File: config.mk
export PLATFORM = sky130hd
export DESIGN_NAME = quoted_escape_tokenizer_flat
export DESIGN_NICKNAME = d
export VERILOG_FILES = /design/src/rtl/qet_pkg.sv /design/src/rtl/qet_intf.sv /design/src/rtl/quoted_escape_tokenizer.sv /design/src/rtl/qet_front.sv /design/src/rtl/qet_queue.sv /design/src/rtl/qet_back.sv /design/src/flat_wrapper.sv
export SDC_FILE = /design/constraint.sdc
export NUM_CORES = 1
export LEC_CHECK = 0
export BUFFER_PORTS_ARGS = -buffer_cell sky130_fd_sc_hd__buf_2
export CAP_MARGIN = 10
export CORE_ASPECT_RATIO = 1.75
export CORE_UTILIZATION = 40
export DETAILED_ROUTE_END_ITERATION = 16
export GPL_TIMING_DRIVEN = 0
export PLACE_DENSITY = 0.64
export SETUP_SLACK_MARGIN = 0.15
export SLEW_MARGIN = 10
export SYNTH_ARGS = -nofsm -noshare
export SYNTH_HDL_FRONTEND = slang
export SYNTH_SLANG_ARGS = --single-unit
File: constraint.sdc
create_clock -name clk -period 9.15 [get_ports clk]
set_input_delay 0.4575 -clock clk [delete_from_list [all_inputs] [get_ports clk]]
set_output_delay 0.4575 -clock clk [all_outputs]
set_load 0.01 [all_outputs]
File: src/rtl/qet_pkg.sv
// ----------------------------------------------------------------------------
// qet_pkg
// Types, constants and helpers shared by the quoted escape tokenizer.
// ----------------------------------------------------------------------------
package qet_pkg;

	localparam int CH_W    = 21;
	localparam int CNT_W   = 16;
	localparam int QDEPTH  = 4;
	localparam int QPTR_W  = $clog2(QDEPTH);
	localparam int QCNT_W  = $clog2(QDEPTH + 1);

	localparam logic [CH_W-1:0] C_QUOTE = CH_W'(34);
	localparam logic [CH_W-1:0] C_BSL   = CH_W'(92);
	localparam logic [CH_W-1:0] C_SPACE = CH_W'(32);
	localparam logic [CH_W-1:0] C_T     = CH_W'(116);
	localparam logic [CH_W-1:0] C_N     = CH_W'(110);
	localparam logic [CH_W-1:0] C_R     = CH_W'(114);
	localparam logic [CH_W-1:0] C_V     = CH_W'(118);
	localparam logic [CH_W-1:0] C_TAB   = CH_W'(9);
	localparam logic [CH_W-1:0] C_LF    = CH_W'(10);
	localparam logic [CH_W-1:0] C_VT    = CH_W'(11);
	localparam logic [CH_W-1:0] C_CR    = CH_W'(13);

	typedef enum logic [1:0] {
		KIND_CHAR = 2'd0,
		KIND_TEND = 2'd1,
		KIND_LEND = 2'd2
	} kind_t;

	typedef enum logic [2:0] {
		MODE_BETWEEN = 3'b001,
		MODE_PLAIN   = 3'b010,
		MODE_QUOTED  = 3'b100
	} mode_t;

	typedef enum logic [1:0] {
		OP_CHAR      = 2'd0,
		OP_TEND      = 2'd1,
		OP_LEND      = 2'd2,
		OP_TEND_LEND = 2'd3
	} op_t;

	typedef struct packed {
		op_t              op;
		logic [CH_W-1:0]  ch;
		logic [CNT_W-1:0] count;
	} cmd_t;

	function automatic logic is_space(input logic [CH_W-1:0] c);
		return (c == C_SPACE) || (c >= C_TAB && c <= C_CR);
	endfunction

	function automatic logic [CH_W-1:0] translate(input logic [CH_W-1:0] c);
		logic [CH_W-1:0] r;
		r = c;
		if (c == C_T) r = C_TAB;
		else if (c == C_N) r = C_LF;
		else if (c == C_R) r = C_CR;
		else if (c == C_V) r = C_VT;
		return r;
	endfunction

endpackage

File: src/rtl/qet_intf.sv
// ----------------------------------------------------------------------------
// qet_intf
// Character input and result output channels, valid/ready handshake.
// ----------------------------------------------------------------------------
interface qet_in_if import qet_pkg::*; ();
	logic            valid;
	logic            ready;
	logic [CH_W-1:0] ch;
	logic            line_end;

	modport source (output valid, ch, line_end, input ready);
	modport sink   (input valid, ch, line_end, output ready);
endinterface

interface qet_out_if import qet_pkg::*; ();
	logic             valid;
	logic             ready;
	logic [1:0]       out_kind;
	logic [CH_W-1:0]  out_char;
	logic [CNT_W-1:0] token_count;
	logic             last;

	modport source (output valid, out_kind, out_char, token_count, last, input ready);
	modport sink   (input valid, out_kind, out_char, token_count, last, output ready);
endinterface

File: src/rtl/quoted_escape_tokenizer.sv
// ----------------------------------------------------------------------------
// quoted_escape_tokenizer
// Splits a character stream into shell-style tokens with quotes and escapes.
//
//   channel  dir  words                         handshake
//   in_ch    in   ch, line_end                  valid/ready
//   out_tok  out  out_kind, out_char,           valid/ready
//                 token_count, last
//
// One character accepted per cycle; each word goes through the queue and
// the output register. A line end inside a token gives two words and holds
// the back end for the second word; the four-entry queue absorbs that.
// Reset clears scan state, count, queue pointers and output valid; no clearing
// pass.
// Input stalls only when the queue is full.
// ----------------------------------------------------------------------------
module quoted_escape_tokenizer import qet_pkg::*; #(
	parameter int COUNT_BITS = 16
) (
	input  logic       clk,
	input  logic       arst_n,
	qet_in_if.sink     in_ch,
	qet_out_if.source  out_tok
);

	localparam int CW = (COUNT_BITS > CNT_W) ? CNT_W : COUNT_BITS;

	logic              push, pop, q_full, q_empty;
	cmd_t              push_data, head;
	logic [QCNT_W-1:0] q_level;

	qet_front #(.CW(CW)) u_front (
		.clk       (clk),
		.arst_n    (arst_n),
		.in_ch     (in_ch),
		.q_full    (q_full),
		.push      (push),
		.push_data (push_data)
	);

	qet_queue u_queue (
		.clk       (clk),
		.arst_n    (arst_n),
		.push      (push),
		.push_data (push_data),
		.pop       (pop),
		.head      (head),
		.full      (q_full),
		.empty     (q_empty),
		.level     (q_level)
	);

	qet_back u_back (
		.clk     (clk),
		.arst_n  (arst_n),
		.q_empty (q_empty),
		.head    (head),
		.pop     (pop),
		.out_tok (out_tok)
	);

	a_level: assert property (@(posedge clk) disable iff (!arst_n)
		q_level <= QCNT_W'(QDEPTH))
		else $error("queue level out of range");

	a_split: assert property (@(posedge clk) disable iff (!arst_n)
		out_tok.valid && out_tok.ready && out_tok.out_kind == KIND_TEND && !out_tok.last
		|=> out_tok.valid && out_tok.out_kind == KIND_LEND && out_tok.last)
		else $error("split token end not followed by line end");

	a_lend_last: assert property (@(posedge clk) disable iff (!arst_n)
		out_tok.valid && out_tok.out_kind == KIND_LEND |-> out_tok.last)
		else $error("line end word without last");

	a_stall: assert property (@(posedge clk) disable iff (!arst_n)
		q_full |-> !in_ch.ready)
		else $error("input taken with full queue");

endmodule

File: src/rtl/qet_front.sv
// ----------------------------------------------------------------------------
// qet_front
// Accepts characters, tracks scan mode and count, pushes result commands.
// ----------------------------------------------------------------------------
module qet_front import qet_pkg::*; #(
	parameter int CW = 16
) (
	input  logic       clk,
	input  logic       arst_n,
	qet_in_if.sink     in_ch,
	input  logic       q_full,
	output logic       push,
	output cmd_t       push_data
);

	localparam logic [CW-1:0] LIMIT = '1;

	mode_t          mode_q, mode_d;
	logic           esc_q, esc_d;
	logic [CW-1:0]  cnt_q, cnt_d, cnt_inc;
	logic           accept, lend, emit;
	op_t            op;
	logic [CH_W-1:0] och;

	assign in_ch.ready = !q_full;
	assign accept      = in_ch.valid && !q_full;
	assign lend        = in_ch.line_end || (in_ch.ch == '0);
	assign cnt_inc     = (cnt_q == LIMIT) ? cnt_q : cnt_q + CW'(1);

	always_comb begin
		mode_d = mode_q;
		esc_d  = esc_q;
		cnt_d  = cnt_q;
		emit   = 1'b0;
		op     = OP_CHAR;
		och    = in_ch.ch;
		if (lend) begin
			emit   = 1'b1;
			mode_d = MODE_BETWEEN;
			esc_d  = 1'b0;
			cnt_d  = '0;
			if (mode_q != MODE_BETWEEN) op = OP_TEND_LEND;
			else                        op = OP_LEND;
		end else begin
			case (mode_q)
				MODE_PLAIN: begin
					if (is_space(in_ch.ch)) begin
						emit   = 1'b1;
						op     = OP_TEND;
						mode_d = MODE_BETWEEN;
						esc_d  = 1'b0;
						cnt_d  = cnt_inc;
					end else if (esc_q) begin
						emit  = 1'b1;
						esc_d = 1'b0;
						och   = translate(in_ch.ch);
					end else if (in_ch.ch == C_BSL) begin
						esc_d = 1'b1;
					end else begin
						emit = 1'b1;
					end
				end
				MODE_QUOTED: begin
					if (esc_q) begin
						emit  = 1'b1;
						esc_d = 1'b0;
						och   = translate(in_ch.ch);
					end else if (in_ch.ch == C_BSL) begin
						esc_d = 1'b1;
					end else if (in_ch.ch == C_QUOTE) begin
						emit   = 1'b1;
						op     = OP_TEND;
						mode_d = MODE_BETWEEN;
						cnt_d  = cnt_inc;
					end else begin
						emit = 1'b1;
					end
				end
				default: begin
					esc_d = 1'b0;
					if (is_space(in_ch.ch)) begin
						mode_d = MODE_BETWEEN;
					end else if (in_ch.ch == C_QUOTE) begin
						mode_d = MODE_QUOTED;
					end else if (in_ch.ch == C_BSL) begin
						mode_d = MODE_PLAIN;
						esc_d  = 1'b1;
					end else begin
						mode_d = MODE_PLAIN;
						emit   = 1'b1;
					end
				end
			endcase
		end
	end

	assign push            = accept && emit;
	assign push_data.op    = op;
	assign push_data.ch    = (op == OP_CHAR) ? och : '0;
	assign push_data.count = (op == OP_LEND) ? CNT_W'(cnt_q) :
	                         (op == OP_TEND_LEND) ? CNT_W'(cnt_inc) : '0;

	always_ff @(posedge clk or negedge arst_n) begin
		if (!arst_n) begin
			mode_q <= MODE_BETWEEN;
			esc_q  <= 1'b0;
			cnt_q  <= '0;
		end else if (accept) begin
			mode_q <= mode_d;
			esc_q  <= esc_d;
			cnt_q  <= cnt_d;
		end
	end

endmodule

File: src/rtl/qet_queue.sv
// ----------------------------------------------------------------------------
// qet_queue
// Short command queue between front and back.
// ----------------------------------------------------------------------------
module qet_queue import qet_pkg::*; (
	input  logic              clk,
	input  logic              arst_n,
	input  logic              push,
	input  cmd_t              push_data,
	input  logic              pop,
	output cmd_t              head,
	output logic              full,
	output logic              empty,
	output logic [QCNT_W-1:0] level
);

	cmd_t              mem_q [QDEPTH];
	logic [QPTR_W-1:0] wr_q, rd_q;
	logic [QCNT_W-1:0] cnt_q;
	logic              do_push, do_pop;

	assign full    = (cnt_q == QCNT_W'(QDEPTH));
	assign empty   = (cnt_q == '0);
	assign level   = cnt_q;
	assign head    = mem_q[rd_q];
	assign do_push = push && !full;
	assign do_pop  = pop && !empty;

	always_ff @(posedge clk) begin
		if (do_push) mem_q[wr_q] <= push_data;
	end

	always_ff @(posedge clk or negedge arst_n) begin
		if (!arst_n) begin
			wr_q  <= '0;
			rd_q  <= '0;
			cnt_q <= '0;
		end else begin
			if (do_push) wr_q <= wr_q + QPTR_W'(1);
			if (do_pop)  rd_q <= rd_q + QPTR_W'(1);
			cnt_q <= cnt_q + QCNT_W'(do_push) - QCNT_W'(do_pop);
		end
	end

endmodule

File: src/rtl/qet_back.sv
// ----------------------------------------------------------------------------
// qet_back
// Expands queued commands into output words held in an output register.
// ----------------------------------------------------------------------------
module qet_back import qet_pkg::*; (
	input  logic       clk,
	input  logic       arst_n,
	input  logic       q_empty,
	input  cmd_t       head,
	output logic       pop,
	qet_out_if.source  out_tok
);

	logic             valid_q, phase_q, load, split;
	kind_t            kind_q;
	logic [CH_W-1:0]  char_q;
	logic [CNT_W-1:0] count_q;
	logic             last_q;

	assign load  = !valid_q || out_tok.ready;
	assign split = (head.op == OP_TEND_LEND) && !phase_q;
	assign pop   = load && !q_empty && !split;

	always_ff @(posedge clk or negedge arst_n) begin
		if (!arst_n) begin
			valid_q <= 1'b0;
			phase_q <= 1'b0;
		end else if (load) begin
			valid_q <= !q_empty;
			if (!q_empty) phase_q <= split;
		end
	end

	always_ff @(posedge clk) begin
		if (load && !q_empty) begin
			char_q  <= head.ch;
			count_q <= split ? '0 : head.count;
			last_q  <= !split;
			case (head.op)
				OP_CHAR:      kind_q <= KIND_CHAR;
				OP_TEND:      kind_q <= KIND_TEND;
				OP_LEND:      kind_q <= KIND_LEND;
				OP_TEND_LEND: kind_q <= split ? KIND_TEND : KIND_LEND;
				default:      kind_q <= KIND_LEND;
			endcase
		end
	end

	assign out_tok.valid       = valid_q;
	assign out_tok.out_kind    = kind_q;
	assign out_tok.out_char    = char_q;
	assign out_tok.token_count = count_q;
	assign out_tok.last        = last_q;

endmodule

File: src/flat_wrapper.sv
// flat-port wrapper written by rule: the top's interface ports become plain ports
module quoted_escape_tokenizer_flat import qet_pkg::*;
#(
	parameter int COUNT_BITS = 16
)
  (clk, arst_n, in_ch_valid, in_ch_ch, in_ch_line_end, in_ch_ready, out_tok_valid, out_tok_out_kind, out_tok_out_char, out_tok_token_count, out_tok_last, out_tok_ready);
  qet_in_if in_ch_i ();
  qet_out_if out_tok_i ();
  input  logic clk;
  input  logic arst_n;
  input wire logic [$bits(in_ch_i.valid)-1:0] in_ch_valid;
  input wire logic [$bits(in_ch_i.ch)-1:0] in_ch_ch;
  input wire logic [$bits(in_ch_i.line_end)-1:0] in_ch_line_end;
  output wire logic [$bits(in_ch_i.ready)-1:0] in_ch_ready;
  output wire logic [$bits(out_tok_i.valid)-1:0] out_tok_valid;
  output wire logic [$bits(out_tok_i.out_kind)-1:0] out_tok_out_kind;
  output wire logic [$bits(out_tok_i.out_char)-1:0] out_tok_out_char;
  output wire logic [$bits(out_tok_i.token_count)-1:0] out_tok_token_count;
  output wire logic [$bits(out_tok_i.last)-1:0] out_tok_last;
  input wire logic [$bits(out_tok_i.ready)-1:0] out_tok_ready;
  assign in_ch_i.valid = in_ch_valid;
  assign in_ch_i.ch = in_ch_ch;
  assign in_ch_i.line_end = in_ch_line_end;
  assign in_ch_ready = in_ch_i.ready;
  assign out_tok_valid = out_tok_i.valid;
  assign out_tok_out_kind = out_tok_i.out_kind;
  assign out_tok_out_char = out_tok_i.out_char;
  assign out_tok_token_count = out_tok_i.token_count;
  assign out_tok_last = out_tok_i.last;
  assign out_tok_i.ready = out_tok_ready;
  quoted_escape_tokenizer #(.COUNT_BITS(COUNT_BITS)) u_core (.clk(clk), .arst_n(arst_n), .in_ch(in_ch_i), .out_tok(out_tok_i));
endmodule
==> impl_metrics.tcl <==
set metrics [dict create \
    fin_crit_sh_pct 36.4 \
    slowest_delay_ns 0.52 \
    final_common_cell "edfxtp_1" \
    status "complete, no violations" \
    synth_area_leaders "edfxtp_1, mux4_2, dfrtp_1" \
    crit_type "reg -> reg" \
    synth.net_count 627 \
    dp.final_hpwl_um 13200 \
    hold_viol 0 \
    antenna_cells 0 \
    grt_pass1_wl_um 30300 \
    drtIter0Drc 416 \
    routedWlPerCell_um 19.1 \
    syn_area_um2 9520 \
    start_util_pct 40.8 \
    cap_violations 0 \
    antenna_found_initial 0 \
    async_reset_ff_share_pct 12.9 \
    fmax_ghz 0.301 \
    hp-class "in -> async" \
    synth_largest_type_area_fraction_pct 61.8 \
    vias_per_cell 5.38 \
    critPathLaunchType "flop" \
    synth.mux.area_fraction_pct 9.46 \
    final-setup-viol-count 0 \
    wl_um 19100 \
    rows 74 \
    tightest_slew_ns 1.08 \
    coreArea_um2 23300 \
    peakVddDrop_mv 0.117 \
    endpoint_kind "flop" \
    synth_top_family_by_area "simple AND/OR/NAND/NOR gates" \
    insertion_delay_ns 0.50 \
    synth-seq-area-share_pct 69.4 \
    synth_xor_area_share_pct 1.38 \
    cts.clk_slew.worst_paths_ns 0.07 \
    grtUsageTotal_pct 16.1 \
    grt_max_degree 31 \
    synth_area_leader_cell "edfxtp_1" \
    drt-pass1-iter-count 5 \
    hold_buffers 0 \
    slew_viol_final 0 \
    synth_cells 593 \
    synth.distinct_cells 66 \
    finalSetupTns_ns 0 \
    synth_compound_area_share_pct 5.78 \
    cts_root_buf "clkbuf_16" \
    cts_max_path_buffers 3 \
    finalNetCount 721 \
    worstPathCellList "buf_2, mux4_2, nor2b_1, and2_1, buf_2, nor2b_1, ha_1, inv_1, ha_1, inv_1, fa_1, xnor2_1, xnor2_1" \
    overflow 0 \
    powerDensity_nw_per_um2 295 \
    critPathRequiredTime_ns 9.58 \
    dieArea_um2 24400 \
    synth-simple-area-share_pct 10.9 \
    final_cell_mix "edfxtp_1, buf_2, mux4_2, nand2_1, nor2_1" \
    yosysWarnings 0 \
    io_buffers 67 \
    die_x_um 119 \
    drive_above_1_share_pct 25.4 \
    numClockSinks 225 \
    crit_arrival_ns 3.75 \
    drc 0 \
    cts_buffers 20 \
    cts_resized 0 \
    syn2layout_area_growth_pct 15.7 \
    ys_ff_latch 225 \
    grt_pass1_vias 5647 \
    skew_ns 0.00671 \
    synthAdderAreaFrac_pct 1.13 \
    relSlewSlack_pct 27.6 \
    io_pins 68 \
    crit_slowest_cell "mux4_2" \
    synth_edf_count 196 \
    p_leak_uw 0.00386 \
    vias 5409 \
    rsz0062_at_grt "no" \
    ant_nets 0 \
    synth-main-ff-cell "edfxtp_1" \
    fin_util_pct 47.2 \
    gp_congestion 0.901 \
    h-tree-depth 1 \
    cts_tree "done" \
    fin_crit_ns 3.33 \
    post_cts_buffers 0 \
    die_y_um 206 \
    syn_avg_cell_area_um2 16.1 \
    path_max_fanout 10 \
]
## synthesized netlist by cell type, drive strengths merged, types with 2 or more instances
library cell / instances
a21boi: 3
a21o: 7
a21oi: 28
a311oi: 3
a31o: 2
a31oi: 4
and2: 11
and3: 19
and4: 3
buf: 10
clkbuf: 17
dfrtp: 28
edfxtp: 196
ha: 7
inv: 15
mux2: 2
mux4: 39
nand2: 33
nand2b: 4
nand3: 15
nand3b: 3
nand4: 9
nor2: 30
nor2b: 20
nor3: 8
nor3b: 3
nor4: 5
nor4b: 3
o211ai: 4
o21a: 2
o21ai: 10
o31ai: 7
or2: 5
or3: 5
or4: 3
xnor2: 14
## worst max-delay path: cells and delay by family, from the launching register on
| family | cells | cell delay [ns] |
|---|---|---|
| xor gates and xnor gates | 2 | 0.32 |
| adders and majority gates | 3 | 0.84 |
| buffers and inverters | 4 | 0.46 |
| DFF | 1 | 0.34 |
| muxes | 1 | 0.52 |
| and+or+nand+nor | 3 | 0.77 |
## area by class of cell
| type | instances | area (um2) |
|---|---|---|
| Multi-Input combinational cell | 325 | 2750 |
| Clock buffer | 22 | 529 |
| Sequential cell | 225 | 6610 |
| Fill cell | 2047 | 12300 |
| Tap cell | 304 | 380 |
| Buffer | 27 | 111 |
| Inverter | 16 | 65.1 |
| Timing Repair Buffer | 72 | 435 |
| Clock inverter | 14 | 130 |
## metrics by stage
stage	instance area [um2]	hold WS [ns]	total power (uW)	setup WS [ns]	instances
CTS	11000	0.0261	3300	5.77	1005
floorplan	9520	0.162	2120	5.02	593
global placement	10200	0.512	2390	3.26	964
detailed placement	10400	0.524	2450	5.60	969
finish	11000	0.0110	3250	5.82	1005
global route	11000	0.0666	3410	5.59	1005
## sequential cells by signal, summed over array words and instances, names as in the netlist, 2 cells and up
register	flops
u_core.u_queue.level	3
u_core.u_queue.rd_q	2
u_core.u_front.cnt_q	16
u_core.u_back.out_tok.token_count	16
u_core.u_queue.wr_q	2
u_core.u_back.out_tok.out_kind	2
u_core.u_queue.mem_q	156
u_core.u_front.mode_q	3
u_core.u_back.out_tok.out_char	21
## kinds of logic (layout without fill, tap and decap cells)
logic type,Yosys count,in the layout
AO/OA/AOI/OAI,79,79
XOR/XNOR,15,15
adder cells (fa/ha/maj),8,8
buffers and inverters,43,151
flip-flops,225,225
multiplexers,41,41
AND/OR/NAND/NOR,182,182
## layer usage
metal  vias to the layer above  wire length, um  part of all wire [%]  global-route usage (%)
met1                      2719             7220                    38                    17.5
met2                       141            10600                    55                    31.2
met3                        44              668                   3.5                    1.63
met5                         -                0                     0                       0
li1                       2505                -                     -                       -
met4                         0              668                   3.5                    7.64
## power by group
part | switching [uW] | total [uW] | internal (uW)
Clock | 370 | 848 | 478
Combinational | 497 | 882 | 385
Sequential | 74.6 | 1520 | 1450
Total | 942 | 3250 | 2310
## path summary, 6_finish.rpt
check / startpoint / endpoint / slack (ns) / cells after the start
min in group clk: out_tok_ready / u_core.u_back.out_tok.valid / 0.16 / 2
worst min-delay path: arst_n / u_core.u_front.cnt_q[4] / 0.01 / 1
worst max register to register: u_core.u_queue.rd_q[0] / u_core.u_queue.level[2] / 5.82 / 13
worst min register to register: u_core.u_back.phase_q / u_core.u_back.phase_q / 0.55 / 1
worst max-delay path: u_core.u_queue.rd_q[0] / u_core.u_queue.level[2] / 5.82 / 13
max in group asynchronous: arst_n / u_core.u_back.phase_q / 8.64 / 1
No activity file was read; power rests on OpenSTA's default activity.
